[src/rtl/lobm_pkg.sv]
// shared types and constants of the order book matcher
`default_nettype none
package lobm_pkg;

  localparam int unsigned ORDER_SLOTS = 32;
  localparam int unsigned SLOT_W = $clog2(ORDER_SLOTS);

  localparam logic [1:0] CMD_LIMIT  = 2'd0;
  localparam logic [1:0] CMD_MARKET = 2'd1;
  localparam logic [1:0] CMD_CANCEL = 2'd2;
  localparam logic [1:0] CMD_IGNORE = 2'd3;

  localparam logic SIDE_BUY  = 1'b0;
  localparam logic SIDE_SELL = 1'b1;

  localparam logic KIND_FILL = 1'b0;
  localparam logic KIND_DONE = 1'b1;

  typedef struct packed {
    logic [1:0]  command;
    logic        side;
    logic [31:0] limit_price;
    logic [31:0] quantity;
    logic [31:0] cancel_id;
  } cmd_item_t;

  typedef struct packed {
    logic        kind;
    logic [31:0] fill_price;
    logic [31:0] fill_volume;
    logic [31:0] assigned_id;
    logic        book_full;
    logic        last;
  } res_item_t;

  // one resting order as held in the slot memory
  typedef struct packed {
    logic        side;
    logic        is_market;
    logic [31:0] price;
    logic [31:0] volume;
    logic [31:0] order_id;
  } slot_t;

  // memory port request from the sequencer
  typedef struct packed {
    logic              rd_en;
    logic [SLOT_W-1:0] rd_addr;
    logic              wr_en;
    logic [SLOT_W-1:0] wr_addr;
    slot_t             wr_data;
  } mem_req_t;

endpackage
`default_nettype wire

[src/rtl/limit_order_book_matcher_unit.sv]
// top level of the order book matcher: sequencer, valid bits and slot memory
//
// channel | direction | handshake            | payload
// command | in        | start / busy         | cmd_i   (cmd_item_t)
// result  | out       | res_valid_o (strobe) | res_o   (res_item_t)
//
// a scan reads all N = ORDER_SLOTS slots through the single memory read port,
// one slot a cycle; a fill or a completion is a state of its own after the scan.
// a command scans once per fill and once more when a remainder is left; a limit or
// market buy also scans once for the lowest price. cancel scans once, a market sell
// not at all. reset clears valid bits and the id counter at once, no clearing
// pass. results are strobed for one cycle; the receiver cannot stall.
`default_nettype none
module limit_order_book_matcher_unit
  import lobm_pkg::*;
(
  input  wire logic      clk_i,
  input  wire logic      rst_ni,
  input  wire logic      start,
  output logic           busy,
  input  wire cmd_item_t cmd_i,
  output logic           res_valid_o,
  output res_item_t      res_o
);

  localparam logic [2:0] ST_IDLE  = 3'd0;
  localparam logic [2:0] ST_LEVEL = 3'd1;
  localparam logic [2:0] ST_SCAN  = 3'd2;
  localparam logic [2:0] ST_FILL  = 3'd3;
  localparam logic [2:0] ST_DONE  = 3'd4;
  localparam logic [2:0] ST_CANC  = 3'd5;

  localparam logic [SLOT_W:0] LAST_CNT = (SLOT_W + 1)'(ORDER_SLOTS);

  logic [2:0]        st_q, st_d;
  logic [SLOT_W:0]   cnt_q, cnt_d;        // read address counter, spans depth
  logic              pend_q, pend_d;      // read data of cnt_q-1 arrives now
  logic [SLOT_W-1:0] paddr_q, paddr_d;
  logic [ORDER_SLOTS-1:0] valid_q, valid_d;
  logic [31:0]       next_id_q, next_id_d;
  cmd_item_t         cmd_q, cmd_d;
  logic [31:0]       vol_q, vol_d;
  logic [31:0]       level_q, level_d;
  logic              any_q, any_d;
  logic              best_ok_q, best_ok_d;
  logic [SLOT_W-1:0] best_q, best_d;
  slot_t             bslot_q, bslot_d;
  logic              rv_q, rv_d;
  res_item_t         res_q, res_d;

  mem_req_t req;
  slot_t    rd;

  lobm_slot_mem u_mem (
    .clk_i     (clk_i),
    .req_i     (req),
    .rd_data_o (rd)
  );

  logic        is_buy, is_mkt, rd_ok, better;
  logic [31:0] age_rd, age_b, fprice;
  logic [SLOT_W-1:0] free_s;
  logic        free_ok;

  assign is_buy = (cmd_q.side == SIDE_BUY);
  assign is_mkt = (cmd_q.command == CMD_MARKET);
  assign age_rd = next_id_q - rd.order_id;
  assign age_b  = next_id_q - bslot_q.order_id;
  assign fprice = is_mkt ? bslot_q.price : cmd_q.limit_price;

  // candidate test for the slot whose data is on the read port
  always_comb begin
    rd_ok  = 1'b0;
    better = 1'b0;
    if (valid_q[paddr_q]) begin
      if (is_buy) begin
        rd_ok  = (rd.side == SIDE_SELL);
        better = !best_ok_q || (rd.price < bslot_q.price) ||
                 ((rd.price == bslot_q.price) && (age_rd > age_b));
      end else begin
        rd_ok  = (rd.side == SIDE_BUY) &&
                 (rd.is_market || !(rd.price < cmd_q.limit_price));
        better = !best_ok_q || (age_rd > age_b);
      end
    end
  end

  // lowest free slot
  always_comb begin
    free_s  = '0;
    free_ok = 1'b0;
    for (int s = ORDER_SLOTS - 1; s >= 0; s--) begin
      if (!valid_q[s]) begin
        free_s  = SLOT_W'(s);
        free_ok = 1'b1;
      end
    end
  end

  // sequencer
  always_comb begin
    st_d      = st_q;
    cnt_d     = cnt_q;
    pend_d    = 1'b0;
    paddr_d   = paddr_q;
    valid_d   = valid_q;
    next_id_d = next_id_q;
    cmd_d     = cmd_q;
    vol_d     = vol_q;
    level_d   = level_q;
    any_d     = any_q;
    best_ok_d = best_ok_q;
    best_d    = best_q;
    bslot_d   = bslot_q;
    rv_d      = 1'b0;
    res_d     = res_q;
    req       = '0;
    req.rd_addr = cnt_q[SLOT_W-1:0];
    req.wr_addr = best_q;
    req.wr_data = bslot_q;

    // issue reads while sweeping
    if ((st_q == ST_LEVEL || st_q == ST_SCAN || st_q == ST_CANC) &&
        cnt_q != LAST_CNT) begin
      req.rd_en = 1'b1;
      pend_d    = 1'b1;
      paddr_d   = cnt_q[SLOT_W-1:0];
      cnt_d     = cnt_q + (SLOT_W + 1)'(1);
    end

    case (st_q)
      ST_IDLE: begin
        if (start) begin
          cmd_d     = cmd_i;
          vol_d     = cmd_i.quantity;
          cnt_d     = '0;
          any_d     = 1'b0;
          level_d   = '0;
          best_ok_d = 1'b0;
          case (cmd_i.command)
            CMD_CANCEL: st_d = ST_CANC;
            CMD_LIMIT:  st_d = (cmd_i.side == SIDE_BUY) ? ST_LEVEL : ST_SCAN;
            CMD_MARKET: st_d = (cmd_i.side == SIDE_BUY) ? ST_LEVEL : ST_DONE;
            default:    st_d = ST_IDLE;
          endcase
        end
      end
      ST_CANC: begin
        if (pend_q && valid_q[paddr_q] && rd.order_id == cmd_q.cancel_id &&
            !any_q) begin
          valid_d[paddr_q] = 1'b0;
          any_d = 1'b1;
        end
        if (!pend_q && cnt_q == LAST_CNT) st_d = ST_IDLE;
      end
      ST_LEVEL: begin
        if (pend_q && valid_q[paddr_q] && (!any_q || rd.price < level_q)) begin
          level_d = rd.price;
          any_d   = 1'b1;
        end
        if (!pend_q && cnt_q == LAST_CNT) begin
          st_d  = ST_SCAN;
          cnt_d = '0;
        end
      end
      ST_SCAN: begin
        if (pend_q && rd_ok && better) begin
          best_ok_d = 1'b1;
          best_d    = paddr_q;
          bslot_d   = rd;
        end
        if (!pend_q && cnt_q == LAST_CNT) begin
          if (!best_ok_q ||
              (is_buy && !is_mkt && bslot_q.price > cmd_q.limit_price)) begin
            st_d = ST_DONE;
          end else begin
            st_d = ST_FILL;
          end
        end
      end
      ST_FILL: begin
        rv_d = 1'b1;
        res_d = '0;
        res_d.kind       = KIND_FILL;
        res_d.fill_price = fprice;
        if (bslot_q.volume > vol_q) begin
          res_d.fill_volume = vol_q;
          req.wr_en = 1'b1;
          req.wr_data.volume = bslot_q.volume - vol_q;
          cmd_d.command = CMD_IGNORE;   // matched fully, nothing rests
          st_d = ST_DONE;
        end else if (bslot_q.volume == vol_q) begin
          res_d.fill_volume = vol_q;
          valid_d[best_q] = 1'b0;
          cmd_d.command = CMD_IGNORE;
          st_d = ST_DONE;
        end else begin
          res_d.fill_volume = bslot_q.volume;
          vol_d = vol_q - bslot_q.volume;
          valid_d[best_q] = 1'b0;
          if (is_mkt) level_d = bslot_q.price;
          cnt_d     = '0;
          best_ok_d = 1'b0;
          st_d      = ST_SCAN;
        end
      end
      ST_DONE: begin
        rv_d  = 1'b1;
        res_d = '0;
        res_d.kind        = KIND_DONE;
        res_d.assigned_id = next_id_q;
        res_d.last        = 1'b1;
        // rest the remainder unless fully matched or a market sell
        if ((cmd_q.command == CMD_LIMIT) ||
            (cmd_q.command == CMD_MARKET && is_buy)) begin
          if (free_ok) begin
            valid_d[free_s] = 1'b1;
            req.wr_en   = 1'b1;
            req.wr_addr = free_s;
            req.wr_data.side      = cmd_q.side;
            req.wr_data.is_market = is_mkt;
            req.wr_data.price     = is_mkt ? level_q : cmd_q.limit_price;
            req.wr_data.volume    = vol_q;
            req.wr_data.order_id  = next_id_q;
          end else begin
            res_d.book_full = 1'b1;
          end
        end
        next_id_d = next_id_q + 32'd1;
        st_d = ST_IDLE;
      end
      default: st_d = ST_IDLE;
    endcase
  end

  // control registers
  always_ff @(posedge clk_i or negedge rst_ni) begin
    if (!rst_ni) begin
      st_q      <= ST_IDLE;
      cnt_q     <= '0;
      pend_q    <= 1'b0;
      valid_q   <= '0;
      next_id_q <= '0;
      rv_q      <= 1'b0;
      best_ok_q <= 1'b0;
      any_q     <= 1'b0;
    end else begin
      st_q      <= st_d;
      cnt_q     <= cnt_d;
      pend_q    <= pend_d;
      valid_q   <= valid_d;
      next_id_q <= next_id_d;
      rv_q      <= rv_d;
      best_ok_q <= best_ok_d;
      any_q     <= any_d;
    end
  end

  // payload registers
  always_ff @(posedge clk_i) begin
    paddr_q <= paddr_d;
    cmd_q   <= cmd_d;
    vol_q   <= vol_d;
    level_q <= level_d;
    best_q  <= best_d;
    bslot_q <= bslot_d;
    res_q   <= res_d;
  end

  assign busy        = (st_q != ST_IDLE);
  assign res_valid_o = rv_q;
  assign res_o       = res_q;

  // a completion is always the last result
  a_done_last: assert property (@(posedge clk_i) disable iff (!rst_ni)
    res_valid_o |-> (res_o.kind == res_o.last))
    else $error("kind and last disagree");

  // the id counter moves only with a completion
  a_id_step: assert property (@(posedge clk_i) disable iff (!rst_ni)
    (next_id_q != $past(next_id_q)) |-> (res_valid_o && res_o.kind == KIND_DONE))
    else $error("id advanced without completion");

  // no result while idle on the previous cycle
  a_no_idle_res: assert property (@(posedge clk_i) disable iff (!rst_ni)
    (st_q == ST_IDLE && !start) |=> !res_valid_o)
    else $error("result from idle");

endmodule
`default_nettype wire

[src/rtl/lobm_slot_mem.sv]
// slot memory: one write port, one read port with registered data
`default_nettype none
module lobm_slot_mem
  import lobm_pkg::*;
(
  input  wire logic     clk_i,
  input  wire mem_req_t req_i,
  output slot_t         rd_data_o
);

  slot_t mem_q [ORDER_SLOTS];
  slot_t rd_q;

  // write port
  always_ff @(posedge clk_i) begin
    if (req_i.wr_en) begin
      mem_q[req_i.wr_addr] <= req_i.wr_data;
    end
  end

  // read port with registered data, updated only on a read
  always_ff @(posedge clk_i) begin
    if (req_i.rd_en) begin
      rd_q <= mem_q[req_i.rd_addr];
    end
  end

  assign rd_data_o = rd_q;

endmodule
`default_nettype wire

[config.mk]
export PLATFORM = sky130hd
export DESIGN_NAME = limit_order_book_matcher_unit
export DESIGN_NICKNAME = d
export VERILOG_FILES = /design/src/rtl/lobm_pkg.sv /design/src/rtl/limit_order_book_matcher_unit.sv /design/src/rtl/lobm_slot_mem.sv
export SDC_FILE = /design/constraint.sdc
export NUM_CORES = 2
export LEC_CHECK = 0
export BUFFER_PORTS_ARGS = -buffer_cell sky130_fd_sc_hd__buf_2
export CAP_MARGIN = 20
export CORE_MARGIN = 5
export CORE_UTILIZATION = 45
export DETAILED_ROUTE_END_ITERATION = 10
export HOLD_SLACK_MARGIN = 0.12
export PLACE_DENSITY_LB_ADDON = 0.2
export SYNTH_ARGS = -nofsm -noshare
export SYNTH_HDL_FRONTEND = slang
export SYNTH_SLANG_ARGS = --single-unit
[constraint.sdc]
create_clock -name clk_i -period 11.6 [get_ports clk_i]
set_input_delay 0 -clock clk_i [delete_from_list [all_inputs] [get_ports clk_i]]
set_output_delay 0 -clock clk_i [all_outputs]
set_load 0.02 [all_outputs]
== Word-level counts from Yosys, hierarchy flattened ==
Memories as Yosys holds them, arrays and structs flattened. A register that Yosys moved wholly into a read port is not among the register bits.
Cells that the tools add are included.

* Flip-flop bits (word level): 447
* Memory bits (writable): 3136
* Input bits: 102
* Word-level logic and storage cells: 269
* Memories: 1

{| class="wikitable"
|+ Memories
! memory !! words !! bits a word !! read ports !! clocked after Yosys merged registers in !! wr ports !! RTL line !! text
|-
| u_mem.mem_q || 32 || 98 || 1 || 1 || 1 || lobm_slot_mem.sv:11 || <nowiki>slot_t mem_q [ORDER_SLOTS];</nowiki>
|}

* Add/subtract/negate cells: 6
* Order comparisons: 12
* Equality and inequality tests: 26
* Multiplexer cells: 139
* Bitwise operators: 7
* Reductions and logical operators: 50

{| class="wikitable"
|+ Operators with widths
! cell !! number
|-
| $mux W32 || 18
|-
| $mux W104 || 2
|-
| $pmux W99 S2 || 1
|-
| $pmux W32 S3 || 2
|-
| $mux W5 || 32
|-
| $pmux W32 S2 || 2
|-
| $sub A32 B32 Y32 || 4
|-
| $mux W99 || 1
|-
| $eq A32 B32 Y1 || 3
|-
| $gt A32 B32 Y1 || 3
|-
| $lt A32 B32 Y1 || 3
|-
| $and A32 B32 Y32 || 2
|-
| $not A32 Y32 || 2
|-
| $mux W1 || 53
|-
| $mux W39 || 1
|-
| $add A32 B1 Y32 const B || 1
|-
| $or A32 B32 Y32 || 1
|-
| $mux W6 || 5
|-
| $mux W3 || 8
|-
| $lt A5 B6 Y1 const B || 3
|-
| $pmux W6 S3 || 1
|-
| $logic_and A1 B1 Y1 || 16
|-
| $demux W1 S5 || 3
|-
| $ge A5 B1 Y1 const B || 3
|-
| other kinds (31) || 70
|}

== Depth between registers and ports, before layout ==
* Word-level depth: 40
* Gate-level depth with buffers: 23
* Gate-level depth less buffers: 23

== Hierarchy ==
From an unflattened synthesis, not the netlist that was laid out.

* Cell total of the unflattened synthesis: 8751
* Area, all modules: 150998.6 um^2

{| class="wikitable"
|+ By module, submodules not included
! module !! instances !! cells an instance !! area each (um^2) !! seq. area each (um^2)
|-
| lobm_slot_mem || 1 || 5704 || 122030.8 || 97113.1
|-
| limit_order_book_matcher_unit || 1 || 3047 || 28967.8 || 12046.6
|}

== Worst setup path after synthesis ==
Ideal clock, no wire load.

* Path type: register to register
* Start: reg cnt_q[0]
* End: reg cnt_q[5]
* Library setup time: 145 ps
* Arrival: 8116 ps
* Required time: 11455 ps
* Setup slack: 3339 ps
* Cell stages (with the launch flop): 15
* Buffers on the path: 5
* Period minus slack after synthesis: 8261 ps
* Cells stage by stage: dfrtp_1 > buf_2 > buf_2 > buf_2 > buf_2 > buf_2 > inv_1 > ha_1 > nand2_1 > nor3_1 > a21oi_1 > nand4_1 > nor2_1 > xnor2_1 > nor2_1

* Cells in the longest elaborated chain, start to end: 6

{| class="wikitable"
|+ Ends and longest elaborated chain
! item !! RTL line !! text
|-
| start, declared || limit_order_book_matcher_unit.sv:36 || <nowiki>logic [SLOT_W:0] cnt_q, cnt_d;</nowiki>
|-
| start signal, assigned || limit_order_book_matcher_unit.sv:249 || <nowiki>cnt_q <= cnt_d;</nowiki>
|-
| branches (longest 5 deep; another with $add A6 B1 Y6) || - ||
|-
| $pmux W6 S3 * || limit_order_book_matcher_unit.sv:131 || <nowiki>case (st_q)</nowiki>
|-
| named net cnt_d[5] || limit_order_book_matcher_unit.sv:36 ||
|}

Mark *: on every way through the listed nets, which the timed path passes.
A chain may end at the register's enable or synchronous reset.

== Final worst setup path ==
* Start: reg next_id_q[0]
* End: reg bslot_q[15] in the netlist's numbering (enable)

* Cells in the longest elaborated chain, start to end: 8

{| class="wikitable"
|+ Ends and longest elaborated chain
! item !! RTL line !! text
|-
| start, declared || limit_order_book_matcher_unit.sv:40 || <nowiki>logic [31:0] next_id_q, next_id_d;</nowiki>
|-
| start signal, assigned || limit_order_book_matcher_unit.sv:252 || <nowiki>next_id_q <= next_id_d;</nowiki>
|-
| $sub A32 B32 Y32 (on tied branches) || limit_order_book_matcher_unit.sv:67, limit_order_book_matcher_unit.sv:68 ||
|-
| $gt A32 B32 Y1 * || limit_order_book_matcher_unit.sv:79, limit_order_book_matcher_unit.sv:83 ||
|-
| $logic_and A1 B1 Y1 || limit_order_book_matcher_unit.sv:79 || <nowiki>((rd.price == bslot_q.price) && (age_rd > age_b));</nowiki>
|-
| $logic_or A1 B1 Y1 || limit_order_book_matcher_unit.sv:78 || <nowiki>better = !best_ok_q || (rd.price < bslot_q.price) ||</nowiki>
|-
| $mux W1 * || limit_order_book_matcher_unit.sv:76 || <nowiki>if (is_buy) begin</nowiki>
|-
| $mux W1 * || limit_order_book_matcher_unit.sv:75 || <nowiki>if (valid_q[paddr_q]) begin</nowiki>
|-
| $logic_and A1 B1 Y1 * || limit_order_book_matcher_unit.sv:167 || <nowiki>if (pend_q && rd_ok && better) begin</nowiki>
|-
| $reduce_and A2 Y1 (no line) * || - ||
|-
| end signal, assigned || limit_order_book_matcher_unit.sv:266 || <nowiki>bslot_q <= bslot_d;</nowiki>
|-
| end, declared || limit_order_book_matcher_unit.sv:47 || <nowiki>slot_t bslot_q, bslot_d;</nowiki>
|}

Mark *: on every way between the ends. The rest lies on a longest branch, timed or not.

==> flow_summary.yaml <==
outcome:
  outcome: "complete, no violations"
layout:
  final_area_um2: 173000
  layout_commonest_cell: "edfxtp_1"
  mostFrequentLayoutCells: "edfxtp_1 (3571), mux4_2 (819), nand2_1 (448)"
  fillCellCount: 26400
  nets: 9168
  drive_above_1_share: 0.226
  fin_cells: 13500
  syn2layout_area_growth_pct: 14.7
  final_util: 0.519
logic_synthesis:
  syn_area_um2: 151000
  async_reset_ff_frac: 0.0211
  synth_xor_area_frac: 0.00986
  synth_top_flop_cell: "edfxtp_1"
  syn_inst: 8119
  yosysSeqAreaShare: 0.723
  ys_ff_latch: 3648
  synth_edf_count: 3571
  synth-simple-area-share: 0.0326
  muxShareOfSynthArea: 0.143
  synth_top_family_by_area: "multiplexers"
  ys_warn_count: 0
  syn_avg_cell_area_um2: 18.6
  synthAdderAreaFrac: 0.0242
  synth_compound_area_frac: 0.0495
  synth_nets: 8511
  synth_cell_types: 83
detailed_routing:
  avgViaCountPerCell: 6.16
  drc: 0
  ant_nets: 0
  drt_iter0_drc: 10000
  wl_mm: 436
  wl_per_cell_um: 32.3
  dr_total_vias: 83000
  dr.pass1.iters: 8
floorplanning:
  io_pins: 203
  die_area_um2: 347000
  die_x_um: 589
  rows: 212
  core_um2: 334000
  die_y_um: 589
  start_util: 0.452
global_route:
  grt.overflow.total: 0
  grt_pass1_vias: 83200
  grt_usage: 0.246
  antenna_found_initial: 18
  grt_pass1_wl_mm: 615
  grt_start_max_net_pins: 136
power:
  intPower_w: 0.0263
  power_frac_seq: 0.443
  combPwrFrac: 0.242
  p_leak_nw: 57.0
  p_sw_frac: 0.299
  pwr-share-clk: 0.315
  power_density_nw_per_um2: 216
  p_sw_w: 0.0112
  ir_worst_vdd_uv: 205
sta:
  final-setup-viol-count: 0
  fin_tns_setup_ns: 0
  clock_skew_ns: 0.0375
  period_share: 0.640
  post-route-min-period_ns: 7.43
  worst_pin_slew_ns: 1.18
  hold_viol: 0
  drv_slew: 0
  relSlewSlack: 0.213
  rsz0062_at_grt: "no"
  max_freq_ghz: 0.135
  worst_slack_ns: 4.17
worst_setup_path:
  start_kind: "flop"
  reg2reg_depth: 22
  crit_path_end: "bslot_q[15]$_DFFE_PP_"
  crit_path_start: "next_id_q[0]$_DFFE_PN0P_"
  critPathKind: "flop to flop"
  r2r-end: "bslot_q[15]$_DFFE_PP_"
  cp-end-kind: "flop"
  critPathMaxFanout: 37
  rr_startpoint: "next_id_q[0]$_DFFE_PN0P_"
  r2r_slack_ns: 4.17
  cp_data_arrival_time_ns: 7.97
  cp.required_ns: 12.14
clock_network:
  clk_latency_ns: 0.94
  numCtsBuffers: 374
  cts_buffer_depth: 4
  cts_root_buffer: "clkbuf_16"
  ctsHtreeMaxLevel: 5
  postCtsResizedCells: 0
  clkTransAtPathRegs_ns: 0.06
  cts_tree: "built"
  cts.sinks: 3648
  cts_setup_buffers: 0
placed_design:
  portBuffers: 202
  placed_area_um2: 159000
  gp_congestion: 0.934
  dp.cells: 12600
  hpwl_mm: 246
  place_ws_ns: 4.13
hold_path:
  hold_path_depth: 3
  hp-class: "input port to flop"
job:
  maxCapViolations: 0
## cells in the mapped netlist (39+ instances only)
master	number	area share
buf_1	80	0.0020
nand2_1	450	0.011
mux4_2	819	0.12
xor2_1	90	0.0052
a31oi_1	61	0.0025
o22ai_1	39	0.0016
and2_1	43	0.0018
nand3_1	68	0.0023
o21ai_0	266	0.0088
mux2i_1	239	0.016
xnor2_1	80	0.0046
nor2_1	269	0.0067
nor3_1	48	0.0016
nand4_1	62	0.0026
a21o_1	111	0.0055
buf_2	55	0.0018
a21oi_1	214	0.0071
mux2_2	67	0.0050
o221ai_1	186	0.011
ha_1	286	0.024
clkbuf_1	247	0.0061
edfxtp_1	3571	0.71
dfrtp_1	77	0.013
inv_1	297	0.0074
## routing by layer
metal / part of all wire / global-route usage / wire length [µm] / vias to the layer above
li1: - / - / - / 34400
met1: 0.42 / 0.352 / 182000 / 44000
met2: 0.47 / 0.389 / 205000 / 3833
met3: 0.076 / 0.0373 / 33300 / 692
met4: 0.036 / 0.0816 / 15600 / 4
met5: 0.000053 / 0 / 23 / -
## registers in the layout, summed over array words and instances, names as in the netlist
| name | count |
|---|---|
| cmd_q | 67 |
| best_q | 5 |
| st_q | 3 |
| res_o | 98 |
| next_id_q | 32 |
| u_mem.mem_q | 3136 |
| pend_q | 1 |
| cnt_q | 6 |
| valid_q | 32 |
| any_q | 1 |
| u_mem.rd_data_o | 98 |
| level_q | 32 |
| paddr_q | 5 |
| best_ok_q | 1 |
| res_valid_o | 1 |
| bslot_q | 98 |
| vol_q | 32 |
## power groups by stage
stage	registers, W	clock network (W)	logic (W)
finish	0.0166	0.0118	0.00907
global route	0.0166	0.0125	0.00971
CTS	0.0166	0.0120	0.00907
detailed placement	0.0169	0	0.00897
global placement	0.0169	0	0.00887
floorplan	0.0167	0	0.00591
## repair_timing
item | 4_1_cts | 5_1_grt
hold buffers | 207 | 0
endpoints found under the setup margin | 0 | 0
hold endpoints to repair | 189 | 0
## metrics by stage
| stage | power, W | hold WS, ns |
|---|---|---|
| finish | 0.0374 | 0.301 |
| global route | 0.0389 | 0.282 |
| CTS | 0.0376 | 0.222 |
| detailed placement | 0.0258 | -0.0137 |
| global placement | 0.0257 | -0.0173 |
| floorplan | 0.0226 | -0.296 |
## area by class of cell
class                           count  area, µm²  area share
Clock buffer                      470      10100      0.0582
Sequential cell                  3648     109000       0.630
Antenna cell                       10       25.0    0.000145
Tap cell                         4387       5490      0.0317
Timing Repair Buffer              669       5520      0.0319
Inverter                          299       1130     0.00654
Multi-Input combinational cell   3784      39900       0.230
Clock inverter                    216       1840      0.0106
## critical path, stage by stage, from the launching register on
cell and delay (ns):
dfrtp_1 0.41, inv_1 0.15, ha_1 0.20, inv_1 0.06, fa_1 0.43, a211oi_1 0.32, o21ai_0 0.29, a211oi_1 0.62
nor3_1 0.22, nor4_1 0.21, nor3_1 0.14, a211o_1 0.27, a21oi_1 0.18, xnor2_1 0.10, ha_1 0.30, nand4_1 0.12
nor3_1 0.36, a2111oi_0 0.19, buf_4 0.19, a211o_1 0.29, a31oi_1 0.32, o311a_4 0.84, buf_4 0.68
## kinds of logic after synthesis
group                      count (synthesis)
muxes                                   1125
AOI/OAI and AO/OA                       1112
adders and majority gates                290
DFF                                     3648
xor gates and xnor gates                 170
buffers and inverters                    687
and+or+nand+nor                         1087
## worst min path at each step
| stage | start | slack, ns | endpoint |
|---|---|---|---|
| finish | cmd_i[72] | 0.30 | cmd_q[72]$_DFFE_PP_ |
| global route | cmd_i[72] | 0.28 | cmd_q[72]$_DFFE_PP_ |
| CTS | cmd_i[72] | 0.22 | cmd_q[72]$_DFFE_PP_ |
| detailed placement | rst_ni | -0.01 | res_valid_o$_DFF_PN0_ |
| global placement | rst_ni | -0.02 | res_valid_o$_DFF_PN0_ |
| floorplan | rst_ni | -0.30 | any_q$_DFFE_PN0P_ |
(Power assumes the default switching activity.)
